===== src/abkf_pkg.sv =====
// Package for the angle/bias Kalman filter: sequencer states and widths.
// Used by every module in src; depends on nothing.
package abkf_pkg;
	localparam int unsigned CmdSetAngle = 1;
	localparam logic signed [31:0] SMax = 32'sh7fffffff;
	localparam logic signed [31:0] SMin = -32'sh80000000;

	typedef enum logic [4:0] {
		ST_IDLE, ST_RATE, ST_ANG_M, ST_ANG, ST_P11DT, ST_INNER, ST_P00,
		ST_P11Q, ST_DIV0, ST_DIVW0, ST_DIV1, ST_DIVW1, ST_Y, ST_A_M, ST_A,
		ST_B_M, ST_C00_M, ST_C01_M, ST_C10_M, ST_C11_M, ST_DONE, ST_OUT
	} state_t;

	typedef struct packed {
		logic start;
		logic signed [63:0] num;
		logic signed [63:0] den;
	} div_req_t;

	function automatic logic signed [31:0] sat32(input logic signed [95:0] x);
		if (x > 96'(SMax)) return SMax;
		if (x < 96'(SMin)) return SMin;
		return x[31:0];
	endfunction
endpackage


===== src/abkf_div.sv =====
// Shared signed divider, one quotient bit per cycle, truncates toward zero.
// Depends on abkf_pkg.
module abkf_div import abkf_pkg::*; (
	input  logic clk,
	input  logic arst_n,
	input  div_req_t req,
	output logic busy,
	output logic signed [63:0] quot
);
	logic [63:0] rem_q, num_q, den_q, quo_q;
	logic neg_q;
	logic [6:0] cnt_q;
	logic [64:0] trial;

	assign trial = {rem_q, num_q[63]} - {1'b0, den_q};
	assign busy = cnt_q != 7'd0;
	assign quot = neg_q ? -$signed(quo_q) : $signed(quo_q);

	always_ff @(posedge clk or negedge arst_n) begin
		if (!arst_n) begin
			cnt_q <= '0;
		end else if (req.start) begin
			cnt_q <= 7'd64;
			num_q <= req.num[63] ? 64'(-req.num) : req.num;
			den_q <= req.den[63] ? 64'(-req.den) : req.den;
			neg_q <= req.num[63] ^ req.den[63];
			rem_q <= '0;
			quo_q <= '0;
		end else if (busy) begin
			cnt_q <= cnt_q - 7'd1;
			num_q <= {num_q[62:0], 1'b0};
			if (!trial[64]) begin
				rem_q <= trial[63:0];
				quo_q <= {quo_q[62:0], 1'b1};
			end else begin
				rem_q <= {rem_q[62:0], num_q[63]};
				quo_q <= {quo_q[62:0], 1'b0};
			end
		end
	end
endmodule


===== config.mk =====
export PLATFORM = sky130hd
export DESIGN_NAME = abkf_div
export DESIGN_NICKNAME = d
export VERILOG_FILES = /design/src/abkf_pkg.sv /design/src/abkf_div.sv
export SDC_FILE = /design/constraint.sdc
export NUM_CORES = 1
export LEC_CHECK = 0
export BUFFER_PORTS_ARGS = -buffer_cell sky130_fd_sc_hd__buf_2
export CAP_MARGIN = 20
export CORE_MARGIN = 10
export CORE_UTILIZATION = 61
export CTS_CLUSTER_SIZE = 8
export DETAILED_ROUTE_END_ITERATION = 10
export PLACE_DENSITY = 0.9
export SLEW_MARGIN = 20
export SYNTH_ARGS = -nofsm -noshare
export SYNTH_HDL_FRONTEND = slang
export SYNTH_SLANG_ARGS = --single-unit
export TNS_END_PERCENT = 5

===== constraint.sdc =====
create_clock -name clk -period 7.55 [get_ports clk]
set_input_delay 2.265 -clock clk [delete_from_list [all_inputs] [get_ports clk]]
set_output_delay 2.265 -clock clk [all_outputs]
set_load 0.03 [all_outputs]

# --- Yosys cells after proc, flatten, opt, wreduce, memory -nomap -nowiden ---
# Index checks and enable logic that the tools add are counted.
# Widths: inputs -> output; s select.
totals:
  reg_bits: 264
  in_bits: 131
  output_inout_bits: 65
  word_cells: 28
op_classes:
  add_sub_neg: 5
  n_mux: 11
  n_bitwise: 1
  n_reduce_logical: 4
op_table:
  columns: ["op", "count"]
  rows:
  - ["$mux 64", 7]
  - ["$neg 64->64", 3]
  - ["$sub 65x64->65", 1]
  - ["$mux 63", 1]
  - ["$mux 7", 2]
  - ["$reduce_bool 7->1", 1]
  - ["$sub 7x1->7 const B", 1]
  - ["$reduce_and 2->1", 2]
  - ["$reduce_bool 2->1", 1]
  - ["$mux 1", 1]
  - ["$xor 1x1->1", 1]

# --- Depth between registers and ports, before layout ---
# Gate-level depths: netlist of the first run.
logic_depth:
  depth_word: 3
  depth_mapped: 15
  mapped_depth_nobuf: 14

# --- Least setup slack after synthesis of the first run ---
# No wires, ideal clock.
synth_path:
  kind: "reg2out"
  from: "register quo_q[5]"
  to: "output port quot[57]"
  arrival_time_ns: 4.079
  t_required_ns: 5.285
  slack_ns: 1.206
  path_stages_with_launch: 11
  path_buffers: 0
  path_cell_list: "edfxtp_1 or3_4 or4_4 or3_4 or4_4 or3_4 or3_4 or3_4 or3_4 o31ai_2 xnor2_1"
synth_via:
  elab_chain_cells: 2
synth_rtl:
  columns: ["element", "line", "rtl"]
  rows:
  - ["start: declaration", "abkf_div.sv:10", "logic [63:0] rem_q, num_q, den_q, quo_q;"]
  - ["start signal: assignment", "abkf_div.sv:34", "quo_q <= {quo_q[62:0], 1'b1};"]
  - ["start signal: assignment", "abkf_div.sv:37", "quo_q <= {quo_q[62:0], 1'b0};"]
  - ["$neg 64->64", "abkf_div.sv:17", "assign quot = neg_q ? -$signed(quo_q) : $signed(quo_q);"]
  - ["$mux 64", "abkf_div.sv:17", null]
  - ["end: declaration", "abkf_div.sv:8", "output logic signed [63:0] quot"]
# No other way between the ends.

# --- Worst setup path after layout of the first run ---
layout_path:
  from: "register quo_q[5]"
  to: "output port quot[56]"
# The elaborated chain is that of the path after synthesis.

==> metrics.txt, run 1 <==
Synth Area per Inst 8.87 sq um; nets 2457; Clk Latency, worst-skew pair 550 ps; First-pass DRT Iterations 8; H-tree Lvls 2; Tmin final 7120 ps; total chip power 0.00590 W; crit path capture type primary output; top cell type's share of synthesized area 40.8%; layout cells sized above 1 12.8%; PwrDens 279 nW/um^2; CP max FO 6; Non-Filler Instances 2672; Sink Count 264; Port Buffers 195; Post-synth ARST share 2.65%; Area contributors post-synth edfxtp_1, xnor2_1, nand2_1, a21oi_1, ha_1; DP Area 20100 sq um; Avg WL per Cell 18.1 um; Slowest-stage cell, CP or4_1; Die Area 38500 sq um; Yosys reg bits 264; HPWL Detailed 33900 um; Rows 64; root buffer cell clkbuf_16; # hold bufs at CTS 0; vias per inst 6.29; Max Cap Violations 0; worst path cell trace or3_4, or4_1, or3_1, or4_4, or3_1, or3_1, or3_1, or3_1, o21ai_0, xnor2_1, buf_2; Worst Tran Pin Value 1050 ps; Crit Path Category register to primary output; post-CTS resize count 0; max-slew violation count 0; post-synthesis cell area 18900 sq um; area leader, netlist edfxtp_1; CP required 5290 ps; # Post-CTS Setup Buffers 0; vias in the first global route 16200; Gate Count Post-Synth 2133; setup repair after global routing missed its margin no; largest net degree at the start of global routing 135; Synth cell types 64; post-synthesis sequential area ratio 41.7%; number of CTS-inserted buffers 39; RR Startpoint num_q[63]; element type at the critical path start register; detailed-route wire length 48400 um; Leak 8.07 nW; fill cell count 2276; CTS tree built; # DRC 0; Setup TNS 0 ps; worst relative slew slack 30.3%; setup slack, reg-to-reg 2750 ps; Die X 196 um; total number of vias 16800; fin crit share 94.3%; antenna violations before repair 15; num ports 196; CP startpoint quo_q[5]; Core ar. 30600 sq um; Post-DRT Antenna Nets 0; skew final 21.5 ps; EDFF count, synth 257; RR Endpoint rem_q[15]; CP most frequent cell or3_1; worst vdd ir 0.000190 V; worst hold path class register to register; Longest Clk Path Bufs 3; post-layout util 69.2%; starting density of the core 61.9%; predominant post-synthesis flop cell edfxtp_1; CP peak stage delay 480 ps; # setup viols final 0; top-count cell post-synth nand2_1; Final GP Congestion 0.955; first-pass GRT wire length 79400 um; Critical Path End quot[56]; Post-Place Cells 2611; die height 196 um; GRT Overall Usage 24.0%; crit path DAT 4850 ps; Hold Fails Final Rpt 0; synthesis-to-layout area growth 11.9%; Congestion Overflow GR 0; Iter 0 DRT Violations 1736; status finished clean; post-route cell area 21200 sq um; CTS clock-pin slew for the worst setup and hold paths 50 ps; warnings from Yosys 0; syn_nets 2334; Synth top cells by count nand2_1, edfxtp_1, a21oi_1; worst r2r path cells 14; fmax 141 MHz
[layout make-up]
type                    instances  area (sq um)  area share (%)
diodes                         10          25.0           0.118
clock buffers                  46          1000            4.73
clock inverters                 5          88.8           0.419
inverters                      92           348            1.64
multi-input cells            1653         10300            48.4
flip-flops and latches        264          7890            37.3
well taps                     396           495            2.34
repair buffers                206          1070            5.05
[critical path: cells and delay by family (launching register included)]
kind,cells,cell delay [ps]
and+or+nand+nor,8,3320
xor gates and xnor gates,1,130
buffers and inverters,1,210
AOI/OAI and AO/OA,1,210
DFF,1,450
[through the flow]
step	worst slack, ps	hold slack (ps)
final	434	522
after global routing	189	557
after CTS	411	523
after detailed placement	975	513
after global placement	1090	488
after floorplan	1210	453
[kinds of logic after synthesis]
group,synth area share [%]
AO/OA/AOI/OAI,19.9
adder cells (fa/ha/maj),4.67
multiplexers,0.337
flip-flops,41.7
XOR/XNOR,11.2
AND/OR/NAND/NOR,17.9
buffers and inverters,4.30
[power breakdown]
group,internal [W],leakage [nW],switching (W)
sequential,0.00191,2.62,0.000166
clock,0.000938,0.527,0.000645
combinational,0.000830,4.92,0.00142
total,0.00367,8.07,0.00223
[layout by cell type (no fill, tap or decap), types with 28 or more instances in the layout]
| cell | netlist | layout |
|---|---|---|
| or3_1 | 49 | 49 |
| nor2_1 | 174 | 174 |
| inv_1 | 92 | 91 |
| o31ai_1 | 63 | 63 |
| a21o_1 | 28 | 28 |
| buf_2 | 0 | 192 |
| o21ai_0 | 114 | 114 |
| a311oi_1 | 43 | 43 |
| a21oi_1 | 223 | 223 |
| xnor2_1 | 160 | 159 |
| ha_1 | 69 | 69 |
| nand2_1 | 341 | 341 |
| clkbuf_16 | 0 | 39 |
| edfxtp_1 | 257 | 257 |
| xor2_1 | 83 | 82 |
[sequential cells by signal, indices dropped and copies added (netlist names)]
name and cells:
num_q 64, neg_q 1, cnt_q 7, rem_q 64, quo_q 64, den_q 64
[per-layer routing]
layer  share of wire, %  track usage (%)  routed length, um
met4                2.5             8.68               1220
met1                 40             29.8              19500
met2                 48             40.5              23300
met5               0.12                0                 58
met3                8.9             5.10               4310
[worst min-delay path by stage]
stage / from / to / slack [ps] / depth (start not counted)
floorplan: cnt_q[6] / cnt_q[6] / 450 / 1
global placement: cnt_q[6] / cnt_q[6] / 490 / 1
detailed placement: cnt_q[6] / cnt_q[6] / 510 / 1
CTS: cnt_q[6] / cnt_q[6] / 520 / 1
global route: cnt_q[6] / cnt_q[6] / 560 / 1
finish: cnt_q[6] / cnt_q[6] / 520 / 1
(Power assumes the default switching activity.)
==> inputs of run 2 (changes only) <==
CORE_UTILIZATION = 45   (was 61)
PLACE_DENSITY = 0.72   (was 0.9)
clock period = 6.88 ns   (was 7.55 ns; I/O delays follow)
==> metrics.txt, run 2 (synthesis gave the netlist of run 1 again) <==
status finished clean; Die Area 50700 sq um; vias per inst 5.76; Port Buffers 195; H-tree Lvls 2; Leak 8.12 nW; hold path depth 1; # hold bufs at CTS 0; synthesis-to-layout area growth 13.4%; Sink Count 264; internal power 0.00407 W; nets 2464; Post-Place Cells 2756; CTS clock-pin slew for the worst setup and hold paths 50 ps; fin crit share 99.3%; Post-DRT Antenna Nets 0; Worst Tran Pin Value 1030 ps; max-slew violation count 0; met2 routed WL 23600 um; Die X 225 um; setup repair after global routing missed its margin yes; Longest Clk Path Bufs 3; switching part of the total power 37.5%; root buffer cell clkbuf_16; CTS tree built; # DRC 0; detailed-route wire length 48700 um; met3 WL post-DR 2900 um; total chip power 0.00651 W; fmax 146 MHz; max layer used met5; worst hold path class register to register; most common cell after layout, fill and taps aside nand2_1; GRT Overall Usage 18.6%; hold slack 507 ps; Rows 75; element type at the critical path start register; Non-Filler Instances 2825; RR Startpoint num_q[63]; first-pass GRT wire length 78400 um; Hold Fails Final Rpt 0; starting density of the core 45.3%; Iter 0 DRT Violations 1067; crit path DAT 4770 ps; sequential share of power 34.9%; setup slack, reg-to-reg 2060 ps; post-route cell area 21500 sq um; die height 225 um; worst hold start cnt_q[6]; Congestion Overflow GR 0; antenna violations before repair 13; largest net degree at the start of global routing 98; skew final 22.0 ps; HPWL Detailed 34800 um; First-pass DRT Iterations 5; clock network fraction of total power 27.3%; Crit Path Category register to primary output; Max Cap Violations 0; Final GP Congestion 0.913; vias in the first global route 15800; number of CTS-inserted buffers 40; Comb power frac 37.9%; fill cell count 3812; Clk Latency, worst-skew pair 570 ps; worst relative slew slack 31.5%; worst vdd ir 0.000216 V; crit path capture type primary output; DP Area 20300 sq um; met1 WL 20900 um; RR Endpoint rem_q[33]; Avg WL per Cell 17.3 um; CP max FO 6; CP startpoint quo_q[3]; worst r2r path cells 14; multi-input logic area 10300 sq um; switching power total 0.00244 W; # setup viols final 0; num ports 196; Critical Path End quot[59]; CP required 4820 ps; register area 7890 sq um; total number of vias 16300; Tmin final 6830 ps; Core ar. 41800 sq um; layout cells sized above 1 13.2%; commonest cells after routing, fill and taps aside nand2_1, edfxtp_1, a21oi_1, buf_2, nor2_1; PwrDens 303 nW/um^2
[run 2: cell types whose count changed in the layout (fill, tap and decap cells not counted), moves of 2 or more]
cell | before | now
buf_4 | 13 | 24
clkbuf_4 | 0 | 3
buf_2 | 192 | 184
o31ai_2 | 4 | 2
o31ai_4 | 0 | 2
or3_1 | 49 | 46
clkinv_16 | 2 | 0
or3_4 | 6 | 9
clkbuf_1 | 7 | 10
[run 2: critical path: stages (launching register included)]
cell and delay [ps]:
edfxtp_1 440, or3_4 360, or4_4 510, or3_4 360, or4_4 460, or3_4 380
or3_4 350, or3_4 370, or3_4 400, o31ai_2 220, xnor2_1 150, buf_4 180
[run 2: worst min-delay path by stage]
| stage | to | slack [ps] |
|---|---|---|
| 4_1_cts | cnt_q[6] | 510 |
| 3_3_place_gp | cnt_q[6] | 490 |
| 2_1_floorplan | cnt_q[6] | 450 |
| 5_1_grt | cnt_q[6] | 530 |
| 3_5_place_dp | cnt_q[6] | 500 |
| 6_report | cnt_q[6] | 510 |
[run 2: cell type report]
cell class,count,share of cell area (%)
timing repair buffer,212,5.29
inverter,92,1.62
clock buffer,50,4.84
multi-input combinational,1653,48.0
tap,539,3.14
clock inverter,6,0.286
antenna,9,0.105
sequential,264,36.8
[run 2: what timing repair did]
action / in CTS / in global routing
setup buffers: 2 / 2
resized for setup: 4 / 13
endpoints found under the setup margin: 6 / 8
[run 2: power groups by stage]
stage | combinational [W] | clock (W) | sequential, W
final | 0.00247 | 0.00177 | 0.00227
after global routing | 0.00273 | 0.00188 | 0.00230
after CTS | 0.00245 | 0.00182 | 0.00227
after detailed placement | 0.00243 | 0 | 0.00229
after global placement | 0.00238 | 0 | 0.00228
after floorplan | 0.00186 | 0 | 0.00224
[run 2: stage by stage]
step	util (%)	worst slack, ps	setup TNS (ps)
6_report	51.4	50.9	0
2_1_floorplan	-	737	0
3_3_place_gp	48.5	596	0
3_5_place_dp	48.5	522	0
5_1_grt	51.4	-62.2	-259
4_1_cts	51.2	7.00	0
[run 2: layer usage]
layer	GRT usage [%]	up-vias
li1	-	8004
met1	22.7	7743
met2	31.9	428
met3	3.55	91
met4	7.08	10
met5	0	-
==> inputs of run 3 (changes only) <==
ABC_AREA = 1   (was not set)
PLACE_DENSITY = 0.71   (was 0.72)
==> metrics.txt, run 3 <==
top cell type's share of synthesized area 33.1%; post-route cell area 26100 sq um; DP Area 24900 sq um; first-pass GRT wire length 121000 um; Hold Fails Final Rpt 0; layout cells sized above 1 8.14%; root buffer cell clkbuf_16; Gate Count Post-Synth 3574; Synth cell types 44; met1 WL 33600 um; CP required 4820 ps; internal power 0.00403 W; fill cell count 5298; Post-Place Cells 4380; CP max FO 5; Leak 13.3 nW; register area 7890 sq um; synthesis-to-layout area growth 11.9%; First-pass DRT Iterations 8; status finished clean; GRT Overall Usage 24.8%; Rows 83; Synth Area per Inst 6.53 sq um; multi-input logic area 12500 sq um; hold path depth 1; CTS clock-pin slew for the worst setup and hold paths 50 ps; vias per inst 5.22; sequential share of power 32.3%; Sink Count 264; element type at the critical path start register; switching part of the total power 41.4%; Setup TNS 0 ps; area leader, netlist edfxtp_1; nets 3943; number of CTS-inserted buffers 40; # Post-CTS Setup Buffers 0; commonest cells after routing, fill and taps aside nand2_1, inv_1, nor2_1, nand3_1, edfxtp_1; Synth top cells by count nand2_1, inv_1, nor2_1; Core ar. 51300 sq um; max layer used met5; Antenna Cells 0; met2 routed WL 35500 um; crit path DAT 3250 ps; # DRC 0; Post-DRT Antenna Nets 0; vias in the first global route 22000; CTS tree built; worst r2r path cells 22; Die X 248 um; post-layout util 50.9%; warnings from Yosys 0; Yosys reg bits 264; Hold Path End cnt_q[5]; PwrDens 264 nW/um^2; worst hold path class register to register; skew final 33.2 ps; Final GP Congestion 1.05; H-tree Lvls 2; post-synthesis sequential area ratio 33.8%; # hold bufs at CTS 0; fmax 188 MHz; Crit Path Category register to primary output; max-slew violation count 0; Tmin final 5310 ps; antenna violations before repair 3; Area contributors post-synth edfxtp_1, nand2_1, inv_1, nor2_1, xor2_1; # setup viols final 0; Die Area 61300 sq um; crit path capture type primary output; EDFF count, synth 257; worst vdd ir 0.000203 V; HPWL Detailed 61600 um; most common cell after layout, fill and taps aside nand2_1; starting density of the core 45.5%; setup slack, reg-to-reg 2910 ps; fin crit share 77.2%; total number of vias 23200; RR Endpoint rem_q[63]; Iter 0 DRT Violations 2132; die height 248 um; Non-Filler Instances 4440; post-CTS resize count 0; Comb power frac 40.7%; worst relative slew slack 27.1%; Clk Latency, worst-skew pair 580 ps; num ports 196; switching power total 0.00285 W; Congestion Overflow GR 0; Worst Tran Pin Value 1090 ps; met3 WL post-DR 5380 um; worst hold start cnt_q[5]; detailed-route wire length 76900 um; RR Startpoint num_q[63]; syn_nets 3775; Avg WL per Cell 17.3 um; clock network fraction of total power 27.0%; largest net degree at the start of global routing 84; post-synthesis cell area 23300 sq um; Longest Clk Path Bufs 3; setup repair after global routing missed its margin no; Max Cap Violations 0; Port Buffers 195; top-count cell post-synth nand2_1; Post-synth ARST share 2.65%; predominant post-synthesis flop cell edfxtp_1
==> run 3: cell count changes after synthesis, moves of 47 or more <==
cell	change
nand2_1	+718
nor2_1	+289
o22ai_1	+61
xor2_1	+81
nand4_1	+60
o31ai_1	-56
or3_1	-49
xnor2_1	-133
clkbuf_1	-47
nand3_1	+237
inv_1	+573
a21oi_1	-153
==> run 3: worst max-delay path: stages (launching register included) <==
cell and delay [ps]:
edfxtp_1 380, inv_1 150, ha_1 190, nand3_1 170
nor2_2 270, nand2_1 140, nor2_1 120, nand4_1 170
o21ai_1 370, o211ai_1 220, a21oi_1 170, nand2_1 60
nand2_1 50, buf_2 190
==> run 3: cell type report <==
type / count / area share [%]
clock buffers: 53 / 4.02
clock inverters: 7 / 0.398
inverters: 672 / 9.67
multi-input cells: 2550 / 48.1
flip-flops and latches: 264 / 30.2
well taps: 680 / 3.26
repair buffers: 214 / 4.32
==> run 3: power by group through the flow <==
stage | clock network, W | registers [W] | logic, W
final | 0.00186 | 0.00222 | 0.00280
after global routing | 0.00195 | 0.00225 | 0.00315
after CTS | 0.00189 | 0.00222 | 0.00277
after detailed placement | 0 | 0.00225 | 0.00276
after global placement | 0 | 0.00224 | 0.00275
after floorplan | 0 | 0.00218 | 0.00202
==> run 3: worst max-delay path by stage <==
stage | startpoint | to | slack, ps | cells after the start
floorplan | req[128] | num_q[0] | 1150 | 4
detailed placement | quo_q[0] | quot[54] | 2250 | 13
CTS | quo_q[0] | quot[54] | 1620 | 13
global placement | quo_q[0] | quot[54] | 2340 | 13
global route | quo_q[0] | quot[32] | 1300 | 14
finish | quo_q[0] | quot[54] | 1570 | 13
==> run 3: kinds of logic after synthesis <==
family | Yosys count | synth area share (%)
and+or+nand+nor | 1995 | 35.6
buffers and inverters | 760 | 12.5
AOI/OAI and AO/OA | 294 | 7.15
DFF | 264 | 33.8
xor gates and xnor gates | 191 | 7.17
adders and majority gates | 70 | 3.79
==> run 3: stage by stage <==
stage          hold slack, ps  power (W)  setup slack [ps]
2_1_floorplan             434    0.00420              1150
3_3_place_gp              459    0.00499              2340
3_5_place_dp              477    0.00501              2250
4_1_cts                   485    0.00688              1620
5_1_grt                   521    0.00735              1300
6_report                  482    0.00688              1570
==> run 3: layer usage <==
layer  up-vias  GRT usage (%)
li1      11700              -
met1     10500           32.5
met2       802           40.9
met3       152           4.15
met4         4           8.02
met5         -              0
